[src/sv/lrp_pkg.sv]
// ----------------------------------------------------------------------------
// lrp_pkg
// shared types, constants and the arctangent table for the range-to-point block
// ----------------------------------------------------------------------------
package lrp_pkg;

   localparam int RANGE_W    = 20;
   localparam int COLUMN_W   = 11;
   localparam int ROW_W      = 7;
   localparam int ANGLE_W    = 16;
   localparam int INTENS_W   = 16;
   localparam int COORD_W    = 21;
   localparam int CSR_ADDR_W = 3;
   localparam int CSR_DATA_W = 20;
   localparam int DEF_MAX_COLUMNS = 2048;
   localparam int DEF_MAX_ROWS    = 128;
   localparam int STAGES     = 16;
   localparam int CW         = 34;
   localparam int ZW         = 34;
   localparam logic signed [CW-1:0] CORDIC_GAIN = 34'sd652032874;

   localparam logic [CSR_ADDR_W-1:0] REG_HSTART = 3'd0;
   localparam logic [CSR_ADDR_W-1:0] REG_HSTEP  = 3'd1;
   localparam logic [CSR_ADDR_W-1:0] REG_VSTART = 3'd2;
   localparam logic [CSR_ADDR_W-1:0] REG_VSTEP  = 3'd3;
   localparam logic [CSR_ADDR_W-1:0] REG_RLOW   = 3'd4;
   localparam logic [CSR_ADDR_W-1:0] REG_RHIGH  = 3'd5;
   localparam logic [CSR_ADDR_W-1:0] REG_INTENS = 3'd6;

   typedef struct packed {
      logic [RANGE_W-1:0]  range_mm;
      logic [ANGLE_W-1:0]  h_angle;
      logic [ANGLE_W-1:0]  v_angle;
      logic [ROW_W-1:0]    row;
      logic                kept;
      logic                last;
      logic [INTENS_W-1:0] intensity;
   } item_type;

   function automatic logic signed [ZW-1:0] atan_at(input int i);
      logic signed [ZW-1:0] t;
      begin
         case (i)
            0: t = 34'sh020000000;
            1: t = 34'sh012E4051E;
            2: t = 34'sh009FB385B;
            3: t = 34'sh0051111D4;
            4: t = 34'sh0028B0D43;
            5: t = 34'sh00145D7E1;
            6: t = 34'sh000A2F61E;
            7: t = 34'sh000517C55;
            8: t = 34'sh00028BE53;
            9: t = 34'sh000145F2F;
            10: t = 34'sh0000A2F98;
            11: t = 34'sh0000517CC;
            12: t = 34'sh000028BE6;
            13: t = 34'sh0000145F3;
            14: t = 34'sh000000A2FA;
            15: t = 34'sh00000517D;
            default: t = '0;
         endcase
         return t;
      end
   endfunction

endpackage

[src/sv/lrp_queue.sv]
// ----------------------------------------------------------------------------
// lrp_queue
// short register queue between the front and the back, two entries
// ----------------------------------------------------------------------------
module lrp_queue (
   input  logic              clock,
   input  logic              reset,
   input  logic              push,
   input  lrp_pkg::item_type push_item,
   output logic              pop_valid,
   output lrp_pkg::item_type pop_item,
   input  logic              pop
);
   import lrp_pkg::*;

   item_type mem_ff [2];
   logic     wr_ff, rd_ff;
   logic [1:0] count_ff;

   always_ff @(posedge clock) begin
      if (reset) begin
         wr_ff    <= 1'b0;
         rd_ff    <= 1'b0;
         count_ff <= 2'd0;
      end else begin
         if (push) wr_ff <= ~wr_ff;
         if (pop && pop_valid) rd_ff <= ~rd_ff;
         count_ff <= count_ff + 2'(push) - 2'(pop && pop_valid);
      end
      if (push) mem_ff[wr_ff] <= push_item;
   end

   assign pop_valid = (count_ff != 2'd0);
   assign pop_item  = mem_ff[rd_ff];

endmodule

[config.mk]
export PLATFORM = sky130hd
export DESIGN_NAME = lrp_queue
export DESIGN_NICKNAME = d
export VERILOG_FILES = /design/src/sv/lrp_pkg.sv /design/src/sv/lrp_queue.sv
export SDC_FILE = /design/constraint.sdc
export NUM_CORES = 1
export LEC_CHECK = 0
export BUFFER_PORTS_ARGS = -buffer_cell sky130_fd_sc_hd__buf_2
export CORE_ASPECT_RATIO = 1.4
export CORE_UTILIZATION = 56
export CTS_CLUSTER_DIAMETER = 100
export CTS_CLUSTER_SIZE = 14
export DETAILED_ROUTE_END_ITERATION = 7
export PLACE_DENSITY = 0.82
export RECOVER_POWER = 100
export SLEW_MARGIN = 10
export SYNTH_ARGS = -nofsm -noshare
export SYNTH_HDL_FRONTEND = slang
export SYNTH_SLANG_ARGS = --single-unit
export TNS_END_PERCENT = 10
[constraint.sdc]
create_clock -name clock -period 7.2 [get_ports clock]
set_input_delay 1.44 -clock clock [delete_from_list [all_inputs] [get_ports clock]]
set_output_delay 1.44 -clock clock [all_outputs]
set_load 0.01 [all_outputs]
==> results of run 1 <==
routing by layer:
metal	track usage (%)	vias up
met5	0	-
met4	10.2	0
met3	6.23	25
met2	30.1	120
met1	19.7	1445
li1	-	1378
registers in the layout, indices dropped and copies added (netlist names), named ones only:
signal    count
rd_ff         1
mem_ff      154
count_ff      2
wr_ff         1
per-stage QoR:
| stage | utilization, % | instance area (um^2) | total power [mW] |
|---|---|---|---|
| after detailed placement | 65.9 | 6830 | 1.59 |
| final | 69.1 | 7160 | 2.31 |
| after global routing | 69.1 | 7160 | 2.40 |
| after floorplan | - | 5920 | 1.45 |
| after global placement | 65.9 | 6830 | 1.58 |
| after CTS | 71.2 | 7370 | 2.40 |
worst min-delay path, stage by stage, from the launching register on:
cell	delay (ns)
dfxtp_1	0.34
xnor2_1	0.14
nor2_1	0.08
layout by cell type, fill, tap and decap left out:
cell	Yosys	final
ha_1	2	2
mux2_1	0	30
dfxtp_4	0	1
or2_2	1	1
buf_4	0	1
nor2_1	3	3
mux2_2	49	48
xnor3_1	1	1
clkbuf_16	0	17
buf_2	4	78
edfxtp_1	154	154
inv_1	2	2
clkinv_1	0	4
mux2_4	30	1
clkinvlp_4	0	2
inv_6	0	2
bufinv_16	0	1
clkinv_2	0	1
xnor2_1	1	1
clkbuf_1	0	81
clkinv_4	0	4
dfxtp_1	5	4
nor2b_1	3	3
and2_4	0	1
o21a_1	1	1
layout make-up:
type,instances,share of cell area [%]
timing repair buffer,159,9.76
clock buffer,18,6.00
inverter,2,0.105
sequential,159,66.1
clock inverter,14,1.64
multi-input combinational,92,14.0
tap,138,2.41
path summary, 6_finish.rpt:
check	from	end	slack, ns	cells after the start
max	push	mem_ff[0][57]$_DFFE_PP_	2.55	3
min	wr_ff$_SDFFE_PP0P_	wr_ff$_SDFFE_PP0P_	0.60	2
max reg2reg	wr_ff$_SDFFE_PP0P_	mem_ff[0][57]$_DFFE_PP_	3.47	2
min reg2reg	wr_ff$_SDFFE_PP0P_	wr_ff$_SDFFE_PP0P_	0.60	2
power groups by stage:
stage,logic (mW),clock network [mW],registers (mW)
after floorplan,0.325,0,1.12
after global placement,0.398,0,1.18
after detailed placement,0.408,0,1.18
after CTS,0.411,0.826,1.17
after global routing,0.382,0.858,1.16
final,0.353,0.806,1.15
kinds of logic (layout without fill, tap and decap cells):
family	after synthesis	after routing	share of synthesized area (%)
buffers and inverters	11	193	1.42
adder cells (fa/ha/maj)	2	2	0.423
multiplexers	79	79	16.9
flip-flops	159	159	79.8
AO/OA/AOI/OAI	1	1	0.127
XOR/XNOR	2	2	0.529
AND/OR/NAND/NOR	8	8	0.719
==> flow_summary.ini, run 1 <==
[status]
status = finished, violations left
violations = max-capacitance violations, max-slew violations

[grt]
first_global_vias = 2929
grt_pass1_wl_mm = 13.8
grt_start_max_net_pins = 78
antenna_found_initial = 0
grt_overflow = 0
grt_use_total_pct = 18.0

[power]
vdd_drop_max_v = 0.000226
comb_power_share_pct = 15.2
p_per_area_nw_per_um2 = 323
leakagePower_nw = 2.52
seqPwrFrac_pct = 49.9
switching_share_pct = 24.5
p_int_mw = 1.75
clockPowerShare_pct = 34.8
p_switching_mw = 0.567

[route]
routed.top_layer = met4
vias = 2968
first_pass_iters = 4
first_iter_violations = 173
drc_errors = 0
route.met2.wl_mm = 5.23
m1WireLength_mm = 3.78
via_per_inst = 5.10
routed-wl-met3_um = 543
drt-total-wl_mm = 9.86
routedWlPerCell_um = 16.9
antenna_left = 0

[yosys]
ys.warnings.count = 0
yosysMostFrequentCell = edfxtp_1
synth_area_per_cell_um2 = 22.6
ys_seq_area_share_pct = 79.8
ys_types = 15
synthTopCellsByCount = edfxtp_1 (154), mux2_2 (49), mux2_4 (30), buf_6 (5), dfxtp_1 (5)
synthFlopType = edfxtp_1
synth_area_leaders = edfxtp_1 (78%), mux2_2 (9.3%), mux2_4 (7.6%)
yosys.area.top_type_share_pct = 78.2
yosysTopAreaCell = edfxtp_1
synth_edf_count = 154
ys_async_sr_fraction_pct = 0
synth_cells = 262
synth_area_um2 = 5920
syn_nets = 345
ys_ff_latch = 159

[die]
pin_count = 159
start_util_pct = 57.2
coreArea_um2 = 10300
die_h_um = 124
die_x_um = 88.9
rows = 44
die_area_um2 = 11000

[layout]
n_antenna_cell = 0
regArea_um2 = 4730
drive_gt1_share_pct = 35.6
area_delta_synth_final_pct = 20.9
final_nets = 514
instances_no_fill = 582
fillers = 764
multi_input_area_um2 = 1000

[worst_setup_path]
crit_family = simple AND/OR/NAND/NOR gates
start_kind = input port
cp.arrival_ns = 4.68
worst-setup-path-type = in -> reg
cp_slowest_cell = nor2b_1
worstPathCellList = clkbuf_1, nor2b_1, buf_4
max_stage_delay_ns = 2.25
crit_required_ns = 7.24
critPathCaptureType = register
crit_path_max_fanout = 45
critPathBufInv = 2

[clocking]
clk_pin_slew_ns = 0.06
clk-insertion-delay-late_ns = 0.41
cts_tree = yes
cts_resized = 0
hold_buffers = 0
clockBufferDepth = 2
cts_buffers = 17
cts-htree-levels = 4
clockRootBuffer = clkbuf_16
clock-sinks = 159
post-cts-setup-buffers = 0

[placement]
dp_slack_ns = 3.73
dpl.hpwl_mm = 6.23
io_buffer_count = 158
place_congestion = 0.695
dpl.cell_count = 550

[sta]
hold_violations = 0
finalMaxSlewViolations = 34
fmax_mhz = 215
period_share_pct = 64.5
period_needed_ns = 4.65
setup_viol = 0
rsz0062_at_grt = false
setup_tns_ns = 0
holdWs_ns = 0.600
slew_headroom_pct = -101
finalWorstSetupSlack_ns = 2.55
skew_ns = 0.00892
tightest_slew_ns = 3.01

[min_path]
holdCritPathClass = reg -> reg

[flow_run]
cap_violations = 1
(Power assumes the default switching activity.)
==> inputs of run 2 (changes only) <==
--- a/config.mk
+++ b/config.mk
@@ -7,11 +7,11 @@
 export LEC_CHECK = 0
 export BUFFER_PORTS_ARGS = -buffer_cell sky130_fd_sc_hd__buf_2
 export CORE_ASPECT_RATIO = 1.4
-export CORE_UTILIZATION = 56
+export CORE_UTILIZATION = 47
 export CTS_CLUSTER_DIAMETER = 100
 export CTS_CLUSTER_SIZE = 14
 export DETAILED_ROUTE_END_ITERATION = 7
-export PLACE_DENSITY = 0.82
+export PLACE_DENSITY = 0.73
 export RECOVER_POWER = 100
 export SLEW_MARGIN = 10
 export SYNTH_ARGS = -nofsm -noshare
==> constraint.sdc (replaced) <==
create_clock -name clock -period 3.95 [get_ports clock]
set_input_delay 0.79 -clock clock [delete_from_list [all_inputs] [get_ports clock]]
set_output_delay 0.79 -clock clock [all_outputs]
set_load 0.01 [all_outputs]
==> run 2 against run 1 <==
Compared with the run above: the run still ends with max-capacitance violations, max-slew violations left; clock-buffer cell count unchanged; flip-flop and latch count is the same; cell count grew 2.2%; worst hold slack worse by 0.051 ns.
==> flow_summary.ini, run 2 (synthesized netlist as in run 1, its figures left out) <==
[grt]
grt_busiest_layer = met2
first_global_vias = 3170
grt_pass1_wl_mm = 15.3
grt_use_total_pct = 15.9
grtUsageMet3_pct = 4.76
grt_use_met1_pct = 16.2
grt_overflow = 0
met2_usage_pct = 28.2
grt_start_max_net_pins = 78
antenna_found_initial = 1

[sta]
skew_ns = 0.00868
setup_viol = 0
finalMaxSlewViolations = 157
period_share_pct = 70.4
period_needed_ns = 2.78
hold_violations = 0
setup_tns_ns = 0
rsz0062_at_grt = false
tightest_slew_ns = 2.23
slew_headroom_pct = -48.6
fmax_mhz = 360

[status]
violations = max-capacitance violations, max-slew violations
status = finished, violations left

[route]
vias = 2989
first_pass_iters = 4
antenna_left = 0
first_iter_violations = 141
drc_errors = 0
via_per_inst = 5.02
routedWlPerCell_um = 17.3
drt-total-wl_mm = 10.3

[flow_run]
cap_violations = 3

[worst_setup_path]
crit_family = buffers and inverters
ff2ff_path_depth = 2
max_stage_delay_ns = 1.60
worst_path_most_repeated_cell = clkbuf_1
worstPathCellList = clkbuf_1, nor2b_1, clkbuf_1
rr_endpoint = mem_ff[0][74]$_DFFE_PP_
cp.arrival_ns = 2.77
cp_slowest_cell = clkbuf_1
reg2reg_from = wr_ff$_SDFFE_PP0P_
worst-setup-path-type = in -> reg
crit_required_ns = 3.93
critPathBufInv = 2
critPathCaptureType = register
crit_path_max_fanout = 40
start_kind = input port
regToRegSetupSlack_ns = 1.43

[clocking]
clk_pin_slew_ns = 0.06
clock-sinks = 159
clockRootBuffer = clkbuf_16
cts-htree-levels = 4
hold_buffers = 0
clk-insertion-delay-late_ns = 0.41
post-cts-setup-buffers = 0
clockBufferDepth = 2
cts_buffers = 17
cts_tree = yes
cts_resized = 0

[power]
vdd_drop_max_v = 0.000407
leakagePower_nw = 2.53
p_per_area_nw_per_um2 = 594

[die]
die_h_um = 135
die_x_um = 96.8
die_area_um2 = 13000
coreArea_um2 = 12300
rows = 48
pin_count = 159
start_util_pct = 48.1

[layout]
fillers = 970
final_util_pct = 58.4
top_register = mem_ff
final_nets = 516
area_delta_synth_final_pct = 21.6
final_cell_mix = edfxtp_1 (154), clkbuf_1 (85), buf_2 (76), mux2_2 (48), mux2_1 (29)
largest_register_ff_count = 154
final_common_cell = edfxtp_1
reg_top3 = mem_ff x154, count_ff x2
drive_gt1_share_pct = 35.1

[min_path]
holdCritPathClass = reg -> reg
min_from = wr_ff$_SDFFE_PP0P_
holdPathStages = 2
hold_end = wr_ff$_SDFFE_PP0P_

[placement]
io_buffer_count = 158
place_congestion = 0.781
dpl.hpwl_mm = 6.84
==> run 2: cell count changes in the layout (fill, tap and decap cells not counted), moves of 2 or more <==
cell	before	now
buf_2	78	76
clkbuf_1	81	85
clkinv_2	1	3
clkinv_4	4	0
==> run 2: layer usage <==
metal / vias to the layer above / routed length, um
met5: - / 0
met4: 0 / 387
met3: 28 / 510
met2: 110 / 5600
met1: 1474 / 3820
li1: 1377 / -
==> run 2: layout make-up <==
cell class / instances / area, um^2 / share of cell area (%)
Clock buffer: 18 / 429 / 5.97
Inverter: 2 / 7.51 / 0.104
Sequential cell: 159 / 4730 / 65.7
Clock inverter: 12 / 119 / 1.65
Antenna cell: 1 / 2.50 / 0.0348
Timing Repair Buffer: 161 / 716 / 9.95
Tap cell: 150 / 188 / 2.61
Multi-Input combinational cell: 92 / 1000 / 14.0
==> run 2: power by group <==
group	leakage [nW]	switching (mW)	internal, mW	total (mW)
sequential	1.49	0.0770	1.99	2.06
clock	0.265	0.603	0.916	1.52
combinational	0.775	0.351	0.343	0.694
==> run 2: worst reg2reg max path: cells and delay by family (launching register included) <==
family / cells / cell delay [ns]
DFF: 1 / 0.32
buffers and inverters: 1 / 1.60
and+or+nand+nor: 1 / 0.15
==> run 2: through the flow <==
stage	hold WS [ns]	std cells	area [um^2]	power, mW	setup WS, ns
global route	0.548	594	7190	4.44	0.994
finish	0.549	595	7190	4.28	1.17
CTS	0.547	594	7420	4.43	1.11
detailed placement	0.587	564	6870	2.91	1.55
floorplan	0.515	262	5920	2.64	0.711
global placement	0.566	564	6870	2.88	1.59
==> run 2: worst max-delay path by stage <==
stage / start / to / slack (ns) / cells after the start
global route: push / mem_ff[0][67]$_DFFE_PP_ / 0.99 / 3
floorplan: push / mem_ff[0][0]$_DFFE_PP_ / 0.71 / 1
detailed placement: register / pop_item[40] / 1.55 / 3
finish: push / mem_ff[0][74]$_DFFE_PP_ / 1.17 / 3
global placement: register / pop_item[36] / 1.59 / 3
CTS: register / pop_item[40] / 1.11 / 3
==> inputs of run 3 (changes only) <==
==> constraint.sdc (replaced) <==
create_clock -name clock -period 2.42 [get_ports clock]
set_input_delay 0.484 -clock clock [delete_from_list [all_inputs] [get_ports clock]]
set_output_delay 0.484 -clock clock [all_outputs]
set_load 0.01 [all_outputs]
==> run 3 against run 2 <==
Compared with the run above: the flow now finishes without violations; critical path type is now reg -> out; power up 68%; die area unchanged; critical path depth stayed put; largest power group unchanged; largest cell class unchanged.
==> flow_summary.ini, run 3 (synthesized netlist as in run 1, its figures left out) <==
[status]
status = finished, final reports clean

[layout]
final_common_cell = edfxtp_1
reg_top3 = mem_ff x154, count_ff x2
final_util_pct = 59.5
area_delta_synth_final_pct = 23.9
final_nets = 523
n_antenna_cell = 0
largest_register_ff_count = 154
final_cell_mix = edfxtp_1 (154), clkbuf_1 (91), buf_2 (66), mux2_2 (48), clkbuf_16 (17)
instances_no_fill = 602
fillers = 967
drive_gt1_share_pct = 38.3
top_register = mem_ff

[route]
via_per_inst = 4.97
drt-total-wl_mm = 10.2
antenna_left = 0
first_iter_violations = 146
vias = 2989
first_pass_iters = 4
drc_errors = 0
routedWlPerCell_um = 16.9

[power]
finalPower_mw = 7.18
p_per_area_nw_per_um2 = 980
vdd_drop_max_v = 0.000526
leakagePower_nw = 2.62

[placement]
io_buffer_count = 158
dpl.cell_count = 571
dp_slack_ns = 0.506
dpl.hpwl_mm = 6.92
place_congestion = 0.653

[clocking]
clock-sinks = 159
clk-insertion-delay-late_ns = 0.41
cts_tree = yes
cts_resized = 0
post-cts-setup-buffers = 0
clockRootBuffer = clkbuf_16
cts_buffers = 17
clk_pin_slew_ns = 0.06
hold_buffers = 0
cts-htree-levels = 4
clockBufferDepth = 2

[die]
die_h_um = 135
pin_count = 159
die_area_um2 = 13000
start_util_pct = 48.1
coreArea_um2 = 12300
rows = 48
die_x_um = 96.8

[grt]
grt_use_total_pct = 16.2
grt_pass1_wl_mm = 15.8
grt_overflow = 0
grt_start_max_net_pins = 45
first_global_vias = 3213
antenna_found_initial = 0

[worst_setup_path]
cp_slowest_cell = dfxtp_4
start_kind = register
cp.arrival_ns = 1.80
worstPathCellList = buf_6, mux2_2, buf_2
critPathCaptureType = primary output
crit_required_ns = 1.94
max_stage_delay_ns = 0.63
crit_path_max_fanout = 28
worst-setup-path-type = reg -> out

[sta]
setup_tns_ns = 0
finalMaxSlewViolations = 0
slew_headroom_pct = 11.7
tightest_slew_ns = 1.32
setup_viol = 0
skew_ns = 0.00662
period_share_pct = 94.6
period_needed_ns = 2.29
finalWorstSetupSlack_ns = 0.132
hold_violations = 0
rsz0062_at_grt = false
fmax_mhz = 437

[min_path]
holdCritPathClass = in -> reg

[flow_run]
cap_violations = 0
[run 3: layout make-up]
| type | instances | area (um^2) | area share (%) |
|---|---|---|---|
| Clock inverter | 11 | 143 | 1.95 |
| Tap cell | 150 | 188 | 2.56 |
| Inverter | 2 | 7.51 | 0.102 |
| Multi-Input combinational cell | 92 | 1060 | 14.5 |
| Timing Repair Buffer | 168 | 767 | 10.5 |
| Sequential cell | 159 | 4730 | 64.5 |
| Clock buffer | 20 | 437 | 5.96 |
[run 3: worst paths after layout]
path	slack, ns	cells past startpoint	start	to
worst max-delay path	0.13	3	register	pop_item[72]
worst min-delay path	0.26	1	push_item[13]	mem_ff[1][13]$_DFFE_PP_
worst max register to register	0.19	2	wr_ff$_SDFFE_PP0P_	mem_ff[1][59]$_DFFE_PP_
worst min register to register	0.58	2	wr_ff$_SDFFE_PP0P_	wr_ff$_SDFFE_PP0P_
[run 3: report_power, final]
part / internal, mW / switching [mW] / leakage [nW] / total (mW)
combinational: 0.636 / 0.609 / 0.850 / 1.25
clock: 1.61 / 0.975 / 0.281 / 2.59
sequential: 3.24 / 0.112 / 1.49 / 3.35
total: 5.48 / 1.70 / 2.62 / 7.18
[run 3: per-stage QoR]
step                      cell area [um^2]  hold WS [ns]
after floorplan                       5920         0.548
after global placement                6960         0.567
after detailed placement              6960         0.575
after CTS                             7540         0.246
after global routing                  7330         0.242
final                                 7330         0.264
[run 3: worst max-delay path, delay by kind of cell (launching register included)]
family                 cells  cell delay (ns)
flip-flops                 1             0.63
buffers and inverters      2             0.40
multiplexers               1             0.37
[run 3: routing by layer]
| layer | wire length [um] | part of all wire, % | global-route usage, % | vias to the layer above |
|---|---|---|---|---|
| met3 | 594 | 5.8 | 5.28 | 10 |
| met1 | 3930 | 39 | 17.3 | 1492 |
| met2 | 5540 | 54 | 29.3 | 99 |
| met4 | 138 | 1.4 | 6.97 | 0 |
| li1 | - | - | - | 1388 |
| met5 | 0 | 0 | 0 | - |
