[src/sv/lrp_pkg.sv]
// ----------------------------------------------------------------------------
// lrp_pkg
// shared types, constants and the arctangent table for the range-to-point block
// ----------------------------------------------------------------------------
package lrp_pkg;

   localparam int RANGE_W    = 20;
   localparam int COLUMN_W   = 11;
   localparam int ROW_W      = 7;
   localparam int ANGLE_W    = 16;
   localparam int INTENS_W   = 16;
   localparam int COORD_W    = 21;
   localparam int CSR_ADDR_W = 3;
   localparam int CSR_DATA_W = 20;
   localparam int DEF_MAX_COLUMNS = 2048;
   localparam int DEF_MAX_ROWS    = 128;
   localparam int STAGES     = 16;
   localparam int CW         = 34;
   localparam int ZW         = 34;
   localparam logic signed [CW-1:0] CORDIC_GAIN = 34'sd652032874;

   localparam logic [CSR_ADDR_W-1:0] REG_HSTART = 3'd0;
   localparam logic [CSR_ADDR_W-1:0] REG_HSTEP  = 3'd1;
   localparam logic [CSR_ADDR_W-1:0] REG_VSTART = 3'd2;
   localparam logic [CSR_ADDR_W-1:0] REG_VSTEP  = 3'd3;
   localparam logic [CSR_ADDR_W-1:0] REG_RLOW   = 3'd4;
   localparam logic [CSR_ADDR_W-1:0] REG_RHIGH  = 3'd5;
   localparam logic [CSR_ADDR_W-1:0] REG_INTENS = 3'd6;

   typedef struct packed {
      logic [RANGE_W-1:0]  range_mm;
      logic [ANGLE_W-1:0]  h_angle;
      logic [ANGLE_W-1:0]  v_angle;
      logic [ROW_W-1:0]    row;
      logic                kept;
      logic                last;
      logic [INTENS_W-1:0] intensity;
   } item_type;

   function automatic logic signed [ZW-1:0] atan_at(input int i);
      logic signed [ZW-1:0] t;
      begin
         case (i)
            0: t = 34'sh020000000;
            1: t = 34'sh012E4051E;
            2: t = 34'sh009FB385B;
            3: t = 34'sh0051111D4;
            4: t = 34'sh0028B0D43;
            5: t = 34'sh00145D7E1;
            6: t = 34'sh000A2F61E;
            7: t = 34'sh000517C55;
            8: t = 34'sh00028BE53;
            9: t = 34'sh000145F2F;
            10: t = 34'sh0000A2F98;
            11: t = 34'sh0000517CC;
            12: t = 34'sh000028BE6;
            13: t = 34'sh0000145F3;
            14: t = 34'sh000000A2FA;
            15: t = 34'sh00000517D;
            default: t = '0;
         endcase
         return t;
      end
   endfunction

endpackage

[src/sv/lrp_front.sv]
// ----------------------------------------------------------------------------
// lrp_front
// register file, range window check and angle computation, one sample a cycle
// ----------------------------------------------------------------------------
module lrp_front #(
   parameter int MAX_COLUMNS = lrp_pkg::DEF_MAX_COLUMNS,
   parameter int MAX_ROWS    = lrp_pkg::DEF_MAX_ROWS
) (
   input  logic                               clock,
   input  logic                               reset,
   input  logic                               csr_valid,
   input  logic [lrp_pkg::CSR_ADDR_W-1:0]     csr_index,
   input  logic [lrp_pkg::CSR_DATA_W-1:0]     csr_data,
   input  logic                               in_valid,
   input  logic [lrp_pkg::RANGE_W-1:0]        range_mm,
   input  logic                               range_finite,
   input  logic [lrp_pkg::COLUMN_W-1:0]       column,
   input  logic [lrp_pkg::ROW_W-1:0]          row,
   input  logic                               scan_end,
   output logic                               out_valid,
   output lrp_pkg::item_type                  out_item
);
   import lrp_pkg::*;

   logic [ANGLE_W-1:0]  hstart_ff, hstep_ff, vstart_ff, vstep_ff, intens_ff;
   logic [RANGE_W-1:0]  rlow_ff, rhigh_ff;
   logic                valid_ff;
   item_type            item_ff, item_in;
   logic [COLUMN_W+ANGLE_W-1:0] hprod;
   logic [ROW_W+ANGLE_W-1:0]    vprod;
   logic                col_ok, row_ok;

   always_comb begin
      hprod   = column * hstep_ff;
      vprod   = row * vstep_ff;
      col_ok  = ({21'd0, column} < 32'(MAX_COLUMNS));
      row_ok  = ({25'd0, row} < 32'(MAX_ROWS));
      item_in.range_mm  = range_mm;
      item_in.h_angle   = hstart_ff + hprod[ANGLE_W-1:0];
      item_in.v_angle   = vstart_ff + vprod[ANGLE_W-1:0];
      item_in.row       = row;
      item_in.kept      = range_finite && (range_mm >= rlow_ff) && (range_mm <= rhigh_ff)
                          && col_ok && row_ok;
      item_in.last      = scan_end;
      item_in.intensity = intens_ff;
   end

   always_ff @(posedge clock) begin
      if (reset) begin
         hstart_ff <= '0;
         hstep_ff  <= '0;
         vstart_ff <= '0;
         vstep_ff  <= '0;
         rlow_ff   <= '0;
         rhigh_ff  <= '1;
         intens_ff <= '0;
         valid_ff  <= 1'b0;
      end else begin
         valid_ff <= in_valid;
         if (csr_valid) begin
            case (csr_index)
               REG_HSTART: hstart_ff <= csr_data[ANGLE_W-1:0];
               REG_HSTEP:  hstep_ff  <= csr_data[ANGLE_W-1:0];
               REG_VSTART: vstart_ff <= csr_data[ANGLE_W-1:0];
               REG_VSTEP:  vstep_ff  <= csr_data[ANGLE_W-1:0];
               REG_RLOW:   rlow_ff   <= csr_data;
               REG_RHIGH:  rhigh_ff  <= csr_data;
               REG_INTENS: intens_ff <= csr_data[ANGLE_W-1:0];
               default: ;
            endcase
         end
      end
      if (in_valid) item_ff <= item_in;
   end

   assign out_valid = valid_ff;
   assign out_item  = item_ff;

endmodule

[config.mk]
export PLATFORM = sky130hd
export DESIGN_NAME = lrp_front
export DESIGN_NICKNAME = d
export VERILOG_FILES = /design/src/sv/lrp_pkg.sv /design/src/sv/lrp_front.sv
export SDC_FILE = /design/constraint.sdc
export NUM_CORES = 1
export LEC_CHECK = 0
export BUFFER_PORTS_ARGS = -buffer_cell sky130_fd_sc_hd__buf_2
export CAP_MARGIN = 10
export CORE_ASPECT_RATIO = 0.5
export CORE_UTILIZATION = 55
export CTS_BUF_LIST = sky130_fd_sc_hd__clkbuf_2
export DETAILED_ROUTE_END_ITERATION = 7
export GPL_TIMING_DRIVEN = 0
export MAX_ROUTING_LAYER = met4
export PLACE_DENSITY_LB_ADDON = 0.25
export SYNTH_ARGS = -nofsm -noshare
export SYNTH_HDL_FRONTEND = slang
export SYNTH_SLANG_ARGS = --single-unit
[constraint.sdc]
create_clock -name clock -period 5.8 [get_ports clock]
set_input_delay 1.16 -clock clock [delete_from_list [all_inputs] [get_ports clock]]
set_output_delay 1.16 -clock clock [all_outputs]
set_load 0.005 [all_outputs]
==> results by group, run 1 <==
Route
  – Routed wire per std cell: 16.6 µm
  – Total number of vias: 10,800
  – Number of detailed-route iterations in the first pass: 5
  – Post-detailed-route DRC marker count: 0
  – Final ANT Viol Nets: 0
  – Via count normalized by instance count: 5.23
  – Total routed wirelength: 34.3 mm
  – Detailed router's first-iteration violation count: 819

Setup path
  – Delay of the slowest cell on the worst path: 0.58 ns
  – Slack of the worst reg-to-reg path: 0.31 ns
  – Largest fanout on the critical path: 10
  – Endpoint kind of the worst setup timing path: flip-flop
  – CP Data Arrival Time: 6.16 ns
  – Critical path's most frequent cell: sky130_fd_sc_hd__fa_1
  – Largest delay share family, worst path: adder cells
  – Start-to-end type of the worst setup path: reg -> reg
  – Slowest library cell on the worst path: sky130_fd_sc_hd__fa_1
  – Nature of the critical path startpoint: flip-flop
  – Critical R2R Launch: hstep_ff[5]
  – Endpoint of the worst register-to-register path: out_item[56]
  – Worst path cell trace: clkbuf_1 -> nand2_1 -> fa_1 -> fa_1 -> fa_1 -> inv_1 -> fa_1 -> inv_1 -> fa_1 -> inv_1 -> ha_1 -> or2_2 -> a21oi_1 -> a31oi_1 -> and2_1 -> nand2b_1 -> a31oi_1 -> xnor2_1
  – Worst endpoint required time: 6.47 ns
  – Depth of the most critical reg-to-reg path: 18
  – Bufs and invs on worst path: 4

Final layout
  – Area added between synthesis and finish: 9.80%
  – Finished Layout Cells: 2,072
  – FF/Latch Area: 4730 µm²
  – Fraction of layout instances using a drive strength above 1: 10.5%
  – Final-layout fill cell count: 2,144
  – Final design area excluding fillers: 15,600 µm²
  – Multi-input combinational cell area: 8340 µm²
  – Final net count: 2,031

Clock tree
  – Sink Count: 198
  – Number of buffers created by CTS: 17
  – CTS root buffer: sky130_fd_sc_hd__clkbuf_2
  – Clock latency of the later-clocked register in the worst-skew pair: 0.87 ns
  – TritonCTS clock tree: built
  – Number of levels the H-tree was split into: 4
  – Setup bufs post-CTS: 0
  – Count of instances resized after the clock tree is built: 0
  – Clock-pin slew on the worst setup and hold paths: 0.30 ns
  – Count of hold-fix buffers inserted at cts: 0
  – Clock buffer depth: 2

Placement
  – Number of placed instances with taps included: 2,035
  – Number of buffers inserted by port buffering: 141
  – Final RePlAce weighted congestion: 0.929
  – Detailed placement HPWL: 27.2 mm
  – Post-place instance area: 15,400 µm²

Floorplanning
  – Initial Utilization: 56.3%
  – Die width: 230 µm
  – DIE AREA: 26,600 µm²
  – Floorplan core area: 25,300 µm²
  – Die outline height: 116 µm
  – Number of standard-cell rows in the floorplan: 41
  – IO Count: 145

Yosys
  – Mean post-synth cell area: 9.19 µm²
  – Distinct cell type count of the synthesized netlist: 46
  – Netlist Area Pre-Place: 14,200 µm²
  – Prevailing post-synth register cell: sky130_fd_sc_hd__dfxtp_1
  – Flop and latch count out of synthesis: 198
  – Share of flip-flops with an asynchronous set or reset: 0%
  – Count of yosys warnings during synthesis: 0
  – Sequential area share after synthesis: 33.2%
  – Number of nets in the synthesized netlist: 1,870
  – Number of enable-type register cells in the synthesized netlist: 77
  – Number of standard cells after synthesis: 1,549

Pwr
  – Leakage power of the design: 0.00713 µW
  – Pwr/cell area: 170 nW/µm²
  – Largest voltage drop on the vdd net: 127 µV
  – Total power consumption of the routed design: 2660 µW

Timing
  – Setup Viol. Count Final: 0
  – Period Utilization, post-route: 94.6%
  – Worst hold slack after final layout: 0.453 ns
  – Achievable Freq: 0.182 GHz
  – Max Slew Vio Count: 0
  – Shortest period the worst path allows: 5.49 ns
  – RSZ-0062 raised after global routing: false
  – Final-layout setup total negative slack: 0 ns
  – Relative max-transition margin: 27.4%
  – Transition at the pin with the smallest max-transition slack: 1.08 ns
  – Final Hold Viols: 0
  – Fin Clk Skew: 0.0522 ns

GRT
  – Global-route wire length before repair: 54.8 mm
  – Number of global-route vias before repair: 10,700
  – Number of antenna violations at the first check in global routing: 5
  – Global Route Usage Sum: 27.7%
  – Global route overflow: 0
  – Largest net degree at the start of global routing: 41

Min path
  – Launch point of the worst hold path: intens_ff[11]
  – Hold Path Sink: out_item[11]
  – Depth of the worst hold-timing path: 0
  – Type of the worst min-delay path: reg -> reg

Run
  – Number of max-cap violations: 0

Status
  – Status: finished clean
worst max path at each step:
| stage | from | to | slack [ns] | depth (start not counted) |
|---|---|---|---|---|
| global placement | column[2] | out_item[56] | -0.53 | 19 |
| detailed placement | column[3] | out_item[56] | -0.60 | 19 |
| global route | hstep_ff[5] | out_item[56] | 0.05 | 18 |
| CTS | hstep_ff[5] | out_item[56] | 0.32 | 18 |
| floorplan | column[3] | out_item[56] | 0.004 | 18 |
| finish | hstep_ff[5] | out_item[56] | 0.31 | 18 |
report_power, final:
part           internal (µW)  total (µW)  switching (µW)
combinational            164         430             266
clock                    174         685             512
sequential              1520        1540            25.6
cell usage in the layout (no fill, tap or decap), types with 2 or more instances in the layout:
| cell type | netlist | layout |
|---|---|---|
| sky130_fd_sc_hd__a211o_1 | 3 | 3 |
| sky130_fd_sc_hd__inv_8 | 0 | 2 |
| sky130_fd_sc_hd__a21oi_1 | 120 | 120 |
| sky130_fd_sc_hd__xnor2_1 | 41 | 41 |
| sky130_fd_sc_hd__fa_1 | 155 | 155 |
| sky130_fd_sc_hd__o21a_1 | 7 | 7 |
| sky130_fd_sc_hd__nand3_1 | 8 | 8 |
| sky130_fd_sc_hd__nor2_1 | 18 | 18 |
| sky130_fd_sc_hd__inv_1 | 254 | 254 |
| sky130_fd_sc_hd__xor2_1 | 13 | 13 |
| sky130_fd_sc_hd__o2111ai_1 | 2 | 2 |
| sky130_fd_sc_hd__a31oi_1 | 3 | 3 |
| sky130_fd_sc_hd__nand3b_1 | 20 | 20 |
| sky130_fd_sc_hd__edfxtp_1 | 77 | 77 |
| sky130_fd_sc_hd__a211oi_1 | 3 | 3 |
| sky130_fd_sc_hd__nand4_1 | 7 | 7 |
| sky130_fd_sc_hd__and2_1 | 90 | 90 |
| sky130_fd_sc_hd__a21o_1 | 11 | 11 |
| sky130_fd_sc_hd__clkbuf_2 | 0 | 22 |
| sky130_fd_sc_hd__and3_1 | 2 | 2 |
| sky130_fd_sc_hd__nand2b_1 | 8 | 8 |
| sky130_fd_sc_hd__buf_2 | 1 | 141 |
| sky130_fd_sc_hd__o21ai_0 | 14 | 14 |
| sky130_fd_sc_hd__nor2b_1 | 12 | 12 |
| sky130_fd_sc_hd__dfxtp_1 | 121 | 121 |
| sky130_fd_sc_hd__nand2_1 | 378 | 378 |
| sky130_fd_sc_hd__inv_6 | 0 | 2 |
| sky130_fd_sc_hd__nor3_1 | 5 | 5 |
| sky130_fd_sc_hd__clkbuf_1 | 56 | 55 |
| sky130_fd_sc_hd__ha_1 | 99 | 99 |
| sky130_fd_sc_hd__o21bai_1 | 2 | 2 |
| sky130_fd_sc_hd__diode_2 | 0 | 5 |
| sky130_fd_sc_hd__a21boi_0 | 2 | 2 |
registers in the layout, indices dropped and copies added (netlist names):
signal and flops:
intens_ff 16, vstep_ff 16, rhigh_ff 20, out_item 77
vstart_ff 16, out_valid 1, rlow_ff 20, hstart_ff 16
hstep_ff 16
per-stage QoR:
| stage | util, % | worst slack [ns] |
|---|---|---|
| 2_1_floorplan | - | 0.00439 |
| 3_3_place_gp | 60.8 | -0.534 |
| 3_5_place_dp | 60.9 | -0.604 |
| 4_1_cts | 61.8 | 0.317 |
| 5_1_grt | 61.8 | 0.0503 |
| 6_report | 61.8 | 0.313 |
metal layers:
metal | part of all wire, % | GRT usage, % | routed length [µm] | up-vias
met5 | 0 | - | 0 | -
met4 | 1.8 | 7.51 | 609 | 0
met3 | 6.5 | 4.65 | 2240 | 44
met2 | 47 | 44.3 | 16100 | 333
met1 | 45 | 36.9 | 15300 | 5315
li1 | - | - | - | 5150
worst reg2reg max path, stage by stage, from the launching register on:
cell and delay (ns):
sky130_fd_sc_hd__dfxtp_1 0.42, sky130_fd_sc_hd__clkbuf_1 0.40, sky130_fd_sc_hd__nand2_1 0.15, sky130_fd_sc_hd__fa_1 0.58, sky130_fd_sc_hd__fa_1 0.44, sky130_fd_sc_hd__fa_1 0.49, sky130_fd_sc_hd__inv_1 0.05, sky130_fd_sc_hd__fa_1 0.53
sky130_fd_sc_hd__inv_1 0.06, sky130_fd_sc_hd__fa_1 0.53, sky130_fd_sc_hd__inv_1 0.04, sky130_fd_sc_hd__ha_1 0.35, sky130_fd_sc_hd__or2_2 0.31, sky130_fd_sc_hd__a21oi_1 0.16, sky130_fd_sc_hd__a31oi_1 0.08, sky130_fd_sc_hd__and2_1 0.23
sky130_fd_sc_hd__nand2b_1 0.16, sky130_fd_sc_hd__a31oi_1 0.20, sky130_fd_sc_hd__xnor2_1 0.09
cell usage after synthesis, types with 3 or more instances:
library cell                 n  area [µm²]
sky130_fd_sc_hd__clkbuf_1   56         210
sky130_fd_sc_hd__xor2_1     13         114
sky130_fd_sc_hd__dfxtp_1   121        2420
sky130_fd_sc_hd__ha_1       99        1240
sky130_fd_sc_hd__a21oi_1   120         601
sky130_fd_sc_hd__nor2b_1    12        75.1
sky130_fd_sc_hd__inv_1     254         953
sky130_fd_sc_hd__nand2_1   378        1420
sky130_fd_sc_hd__nand2b_1    8        50.1
sky130_fd_sc_hd__o21ai_0    14        70.1
sky130_fd_sc_hd__a21o_1     11        82.6
sky130_fd_sc_hd__o21a_1      7        52.6
sky130_fd_sc_hd__nor3_1      5        25.0
sky130_fd_sc_hd__nand4_1     7        43.8
sky130_fd_sc_hd__nor2_1     18        67.6
sky130_fd_sc_hd__and2_1     90         563
sky130_fd_sc_hd__nand3b_1   20         150
sky130_fd_sc_hd__a211o_1     3        26.3
sky130_fd_sc_hd__edfxtp_1   77        2310
sky130_fd_sc_hd__fa_1      155        3100
sky130_fd_sc_hd__a31oi_1     3        18.8
sky130_fd_sc_hd__a211oi_1    3        22.5
sky130_fd_sc_hd__xnor2_1    41         359
sky130_fd_sc_hd__nand3_1     8        40.0
kinds of logic after synthesis:
| kind of cell | count (synthesis) | synth area share, % |
|---|---|---|
| simple gates | 554 | 17.6 |
| buf+inv | 311 | 8.21 |
| fa+ha+maj | 254 | 30.5 |
| flops | 198 | 33.2 |
| compound gates | 178 | 7.19 |
| xor+xnor | 54 | 3.32 |
cell type report:
cell class              count  share of cell area [%]
diodes                      5                  0.0800
plain buffers              57                    1.38
clock buffers              21                   0.672
clock inverters            11                   0.752
inverters                 254                    6.10
multi-input cells        1040                    53.3
flip-flops and latches    198                    30.3
well taps                 344                    2.75
repair buffers            142                    4.66
(Power assumes the default switching activity.)
==> inputs of run 2 (changes only) <==
--- a/config.mk
+++ b/config.mk
@@ -8,7 +8,7 @@
 export BUFFER_PORTS_ARGS = -buffer_cell sky130_fd_sc_hd__buf_2
 export CAP_MARGIN = 10
 export CORE_ASPECT_RATIO = 0.5
-export CORE_UTILIZATION = 55
+export CORE_UTILIZATION = 30
 export CTS_BUF_LIST = sky130_fd_sc_hd__clkbuf_2
 export DETAILED_ROUTE_END_ITERATION = 7
 export GPL_TIMING_DRIVEN = 0
==> run 2 against run 1 <==
Net effect:
- utilization decreased by 28 points
- power rose by 3.9%
- worst setup slack got worse by 0.11 ns
- register-to-register slack lost 0.11 ns
- fmax shrank 1.9%
- die area rose by 82%
- cell area rose by 2.8%
==> results by group, run 2 (same netlist as run 1, synthesis figures left out) <==
Route
  – Post-detailed-route DRC marker count: 0
  – Routed wire per std cell: 15.4 µm
  – Final ANT Viol Nets: 0
  – Number of detailed-route iterations in the first pass: 5
  – Total routed wirelength: 36.3 mm
  – Via count normalized by instance count: 4.40
  – Detailed router's first-iteration violation count: 519
  – Total number of vias: 10,400

Setup path
  – Delay of the slowest cell on the worst path: 0.59 ns
  – Critical R2R Launch: hstep_ff[5]
  – Critical path's most frequent cell: sky130_fd_sc_hd__fa_1
  – Worst Setup SP: hstep_ff[5]
  – Worst path cell trace: clkbuf_1 -> nand2_1 -> fa_1 -> fa_1 -> fa_1 -> inv_1 -> fa_1 -> inv_1 -> fa_1 -> inv_1 -> ha_1 -> or2_2 -> a21oi_1 -> a31oi_1 -> and2_1 -> nand2b_1 -> a31oi_1 -> xnor2_1
  – Largest fanout on the critical path: 10
  – Slowest library cell on the worst path: sky130_fd_sc_hd__fa_1
  – Start-to-end type of the worst setup path: reg -> reg
  – Endpoint kind of the worst setup timing path: flip-flop
  – Nature of the critical path startpoint: flip-flop
  – Worst endpoint required time: 6.47 ns
  – CP Data Arrival Time: 6.27 ns

Timing
  – Final-layout setup total negative slack: 0 ns
  – Transition at the pin with the smallest max-transition slack: 0.887 ns
  – Final Hold Viols: 0
  – Setup Viol. Count Final: 0
  – RSZ-0062 raised after global routing: false
  – Max Slew Vio Count: 0
  – Relative max-transition margin: 40.4%
  – Period Utilization, post-route: 96.5%
  – Shortest period the worst path allows: 5.59 ns
  – Fin Clk Skew: 0.0508 ns
  – Achievable Freq: 0.179 GHz

Clock tree
  – Number of buffers created by CTS: 17
  – Sink Count: 198
  – Count of hold-fix buffers inserted at cts: 0
  – Setup bufs post-CTS: 0
  – Clock latency of the later-clocked register in the worst-skew pair: 0.87 ns
  – Clock buffer depth: 2
  – Clock-pin slew on the worst setup and hold paths: 0.36 ns
  – Count of instances resized after the clock tree is built: 0
  – CTS root buffer: sky130_fd_sc_hd__clkbuf_2
  – Number of levels the H-tree was split into: 4
  – TritonCTS clock tree: built

Floorplanning
  – Initial Utilization: 30.4%
  – DIE AREA: 48,400 µm²
  – IO Count: 145
  – Number of standard-cell rows in the floorplan: 56
  – Floorplan core area: 46,900 µm²
  – Die width: 310 µm
  – Die outline height: 156 µm

Pwr
  – Leakage power of the design: 0.00716 µW
  – Logic pwr share: 15.5%
  – Seq pwr share: 55.9%
  – Switching power share of the total: 32.0%
  – Reported net switching power: 884 µW
  – Internal power: 1880 µW
  – Pwr/cell area: 172 nW/µm²
  – Clock Power Share: 28.6%
  – Largest voltage drop on the vdd net: 101 µV
  – Total power consumption of the routed design: 2760 µW

Final layout
  – FF/Latch Area: 4730 µm²
  – Finished Layout Cells: 2,362
  – Final cell utilization of the core: 34.3%
  – Final design area excluding fillers: 16,100 µm²
  – Area added between synthesis and finish: 12.8%
  – Most frequent cells in the layout: sky130_fd_sc_hd__nand2_1 (378), sky130_fd_sc_hd__inv_1 (254), sky130_fd_sc_hd__fa_1 (155)
  – Multi-input combinational cell area: 8340 µm²
  – Most common cell after layout, fill and taps aside: sky130_fd_sc_hd__nand2_1
  – Number of flip-flops under the largest register name: 77
  – Final net count: 2,031
  – Fraction of layout instances using a drive strength above 1: 10.6%
  – Final-layout fill cell count: 4,892

GRT
  – M2 GR Usage: 26.8%
  – Gr busiest metal: met2
  – Number of antenna violations at the first check in global routing: 1
  – Global-route wire length before repair: 57.0 mm
  – Largest net degree at the start of global routing: 41
  – Global route overflow: 0
  – Met1 track demand over resource in global routing: 20.4%
  – Global Route Usage Sum: 15.9%
  – Grt met3 use: 2.51%
  – Number of global-route vias before repair: 10,200

Min path
  – Type of the worst min-delay path: reg -> reg
  – Launch point of the worst hold path: intens_ff[0]

Placement
  – Post-place instance area: 15,800 µm²
  – Detailed placement HPWL: 28.2 mm
  – Final RePlAce weighted congestion: 0.835
  – Number of buffers inserted by port buffering: 141
  – Number of placed instances with taps included: 2,329

Run
  – Number of max-cap violations: 0

Status
  – Status: finished clean
## run 2: changes by cell type in the layout (fill, tap and decap cells not counted), moves of 3 or more
cell	delta
sky130_fd_sc_hd__clkinv_8	+4
sky130_fd_sc_hd__clkbuf_2	-4
sky130_fd_sc_hd__inv_6	+3
sky130_fd_sc_hd__diode_2	-4
## run 2: final timing paths
path,to,slack [ns],depth (start not counted)
worst max register to register,out_item[56],0.21,18
worst min-delay path,intens_ff[0],0.47,2
worst max-delay path,out_item[56],0.21,18
worst min register to register,intens_ff[0],0.47,2
## run 2: power groups by stage
stage	clock network [µW]	logic, µW	registers, µW
6_report	790	429	1540
5_1_grt	873	490	1550
4_1_cts	825	439	1540
3_5_place_dp	0	436	1570
3_3_place_gp	0	432	1570
2_1_floorplan	0	235	1570
## run 2: final cells by class
type	count	area share (%)
inverters	254	5.93
diodes	1	0.0156
plain buffers	57	1.35
well taps	638	4.97
repair buffers	142	4.58
flip-flops and latches	198	29.5
clock inverters	15	1.26
clock buffers	17	0.530
multi-input cells	1040	51.9
## run 2: through the flow
step | hold WS (ns) | setup slack (ns)
detailed placement | 0.416 | -0.668
global route | 0.345 | 0.0578
global placement | 0.415 | -0.657
floorplan | 0.408 | 0.00439
CTS | 0.362 | 0.194
finish | 0.471 | 0.206
## run 2: worst max-delay path, delay by kind of cell (launching register included)
family	cells	cell delay [ns]
xor+xnor	1	0.09
compound gates	3	0.42
simple gates	4	0.86
flops	1	0.44
buf+inv	4	0.64
fa+ha+maj	6	2.95
## run 2: per-layer routing
| metal | up-vias | share of wire [%] |
|---|---|---|
| met2 | 109 | 49 |
| li1 | 5142 | - |
| met3 | 22 | 2.9 |
| met5 | - | 0 |
| met4 | 0 | 0.92 |
| met1 | 5122 | 47 |
==> inputs of run 3 (changes only) <==
--- a/config.mk
+++ b/config.mk
@@ -14,6 +14,7 @@
 export GPL_TIMING_DRIVEN = 0
 export MAX_ROUTING_LAYER = met4
 export PLACE_DENSITY_LB_ADDON = 0.25
+export REMOVE_ABC_BUFFERS = 1
 export SYNTH_ARGS = -nofsm -noshare
 export SYNTH_HDL_FRONTEND = slang
 export SYNTH_SLANG_ARGS = --single-unit
==> run 3 against run 2 <==
Net effect:
- worst setup slack gained 0.27 ns
- via count shrank 2.4%
- cell count shrank 1.9%
- power shrank 1.3%
- sequential cell count is the same
- sequential share of layout area grew 0.23 points
- register-to-register slack gained 0.27 ns
- first-iteration DRC count shrank 4.0%
- fmax grew 5.1%
- combinational power shrank 2%
- utilization shrank 0.27 points
- critical endpoint unchanged
- clock power shrank 4.1%
==> results by group, run 3 (same netlist as run 1, synthesis figures left out) <==
GRT
  – Gr busiest metal: met2
  – Met1 track demand over resource in global routing: 20.3%
  – Number of antenna violations at the first check in global routing: 2
  – Global Route Usage Sum: 15.5%
  – Global route overflow: 0
  – Largest net degree at the start of global routing: 80
  – Number of global-route vias before repair: 10,100
  – Global-route wire length before repair: 56.0 mm
  – M2 GR Usage: 25.4%
  – Grt met3 use: 2.46%

Clock tree
  – Clock buffer depth: 2
  – CTS root buffer: sky130_fd_sc_hd__clkbuf_2
  – Count of instances resized after the clock tree is built: 0
  – Count of hold-fix buffers inserted at cts: 0
  – TritonCTS clock tree: built
  – Number of levels the H-tree was split into: 4
  – Sink Count: 198
  – Clock-pin slew on the worst setup and hold paths: 0.32 ns
  – Clock latency of the later-clocked register in the worst-skew pair: 0.87 ns
  – Setup bufs post-CTS: 0
  – Number of buffers created by CTS: 17

Pwr
  – Pwr/cell area: 171 nW/µm²
  – Leakage power of the design: 0.00714 µW
  – Total power consumption of the routed design: 2730 µW
  – Largest voltage drop on the vdd net: 115 µV

Floorplanning
  – Initial Utilization: 30.4%
  – IO Count: 145
  – Number of standard-cell rows in the floorplan: 56
  – DIE AREA: 48,400 µm²
  – Die width: 310 µm
  – Die outline height: 156 µm
  – Floorplan core area: 46,900 µm²

Final layout
  – Area added between synthesis and finish: 11.9%
  – Most common cell after layout, fill and taps aside: sky130_fd_sc_hd__nand2_1
  – Number of flip-flops under the largest register name: 77
  – Fraction of layout instances using a drive strength above 1: 11.3%
  – Most frequent cells in the layout: sky130_fd_sc_hd__nand2_1 (378), sky130_fd_sc_hd__inv_1 (254), sky130_fd_sc_hd__fa_1 (155)
  – Final cell utilization of the core: 34.0%
  – Final design area excluding fillers: 15,900 µm²
  – Final net count: 1,984

Min path
  – Depth of the worst hold-timing path: 0
  – Type of the worst min-delay path: reg -> reg

Timing
  – Relative max-transition margin: 31.8%
  – Setup Viol. Count Final: 0
  – Period Utilization, post-route: 91.8%
  – Fin Clk Skew: 0.0431 ns
  – Final setup margin: 0.475 ns
  – Final-layout setup total negative slack: 0 ns
  – Transition at the pin with the smallest max-transition slack: 1.02 ns
  – RSZ-0062 raised after global routing: false
  – Achievable Freq: 0.188 GHz
  – Final Hold Viols: 0
  – Shortest period the worst path allows: 5.33 ns
  – Max Slew Vio Count: 0

Setup path
  – Worst endpoint required time: 6.45 ns
  – Slowest library cell on the worst path: sky130_fd_sc_hd__dfxtp_1
  – Depth of the most critical reg-to-reg path: 17
  – Endpoint kind of the worst setup timing path: flip-flop
  – Nature of the critical path startpoint: flip-flop
  – Delay of the slowest cell on the worst path: 0.74 ns
  – CP Data Arrival Time: 5.98 ns
  – Largest fanout on the critical path: 12
  – Start-to-end type of the worst setup path: reg -> reg
  – Critical path's most frequent cell: sky130_fd_sc_hd__fa_1
  – Worst path cell trace: nand2_1 -> fa_1 -> fa_1 -> fa_1 -> inv_1 -> fa_1 -> inv_1 -> fa_1 -> inv_1 -> ha_1 -> or2_2 -> a21oi_1 -> a31oi_1 -> and2_1 -> nand2b_1 -> a31oi_1 -> xnor2_1

Route
  – Total number of vias: 10,100
  – Detailed router's first-iteration violation count: 498
  – Final ANT Viol Nets: 0
  – Via count normalized by instance count: 4.38
  – Routed wire per std cell: 15.2 µm
  – Number of detailed-route iterations in the first pass: 5
  – Total routed wirelength: 35.1 mm
  – Post-detailed-route DRC marker count: 0

Status
  – Status: finished clean

Placement
  – Detailed placement HPWL: 26.4 mm
  – Post-placement setup slack: -0.391 ns
  – Number of buffers inserted by port buffering: 144
  – Final RePlAce weighted congestion: 0.797
  – Post-place instance area: 15,700 µm²

Run
  – Number of max-cap violations: 0
==> run 3: changes by cell type in the layout (fill, tap and decap cells not counted), sizes merged <==
cell,delta
clkbuf,-56
buf,+9
inv,-3
clkinv,+2
bufinv,+1
diode,+1
==> run 3: layout make-up <==
cell class / count / area (µm²)
repair buffers: 152 / 841
fillers: 4925 / 30900
flip-flops and latches: 198 / 4730
diodes: 2 / 5.00
well taps: 638 / 798
inverters: 254 / 953
clock inverters: 15 / 173
clock buffers: 17 / 85.1
multi-input cells: 1040 / 8350
==> run 3: critical path: cells and delay by family, from the launching register on <==
family	cells	cell delay [ns]
adders and majority gates	6	2.94
and+or+nand+nor	4	0.84
DFF	1	0.74
AOI/OAI and AO/OA	3	0.40
buffers and inverters	3	0.14
xor gates and xnor gates	1	0.08
==> run 3: report_power, final <==
group / internal, µW / switching [µW] / total (µW)
Sequential: 1520 / 29.2 / 1550
Combinational: 162 / 260 / 422
Clock: 213 / 545 / 758
==> run 3: routing by layer <==
metal  wire length [µm]  vias up
met2              16700      132
met5                  0        -
met3               1280       24
li1                   -     5044
met4                301        0
met1              16800     4944
==> run 3: path summary, 6_finish.rpt <==
| kind | start | to | slack, ns |
|---|---|---|---|
| max | hstep_ff[5] | out_item[56] | 0.47 |
| min | intens_ff[3] | out_item[3] | 0.43 |
| min reg2reg | intens_ff[3] | out_item[3] | 0.43 |
| max reg2reg | hstep_ff[5] | out_item[56] | 0.47 |
==> run 3: stage by stage <==
stage	instances	hold WS, ns
4_1_cts	2313	0.341
3_3_place_gp	2274	0.412
2_1_floorplan	1492	0.408
6_report	2316	0.433
5_1_grt	2316	0.312
3_5_place_dp	2281	0.415
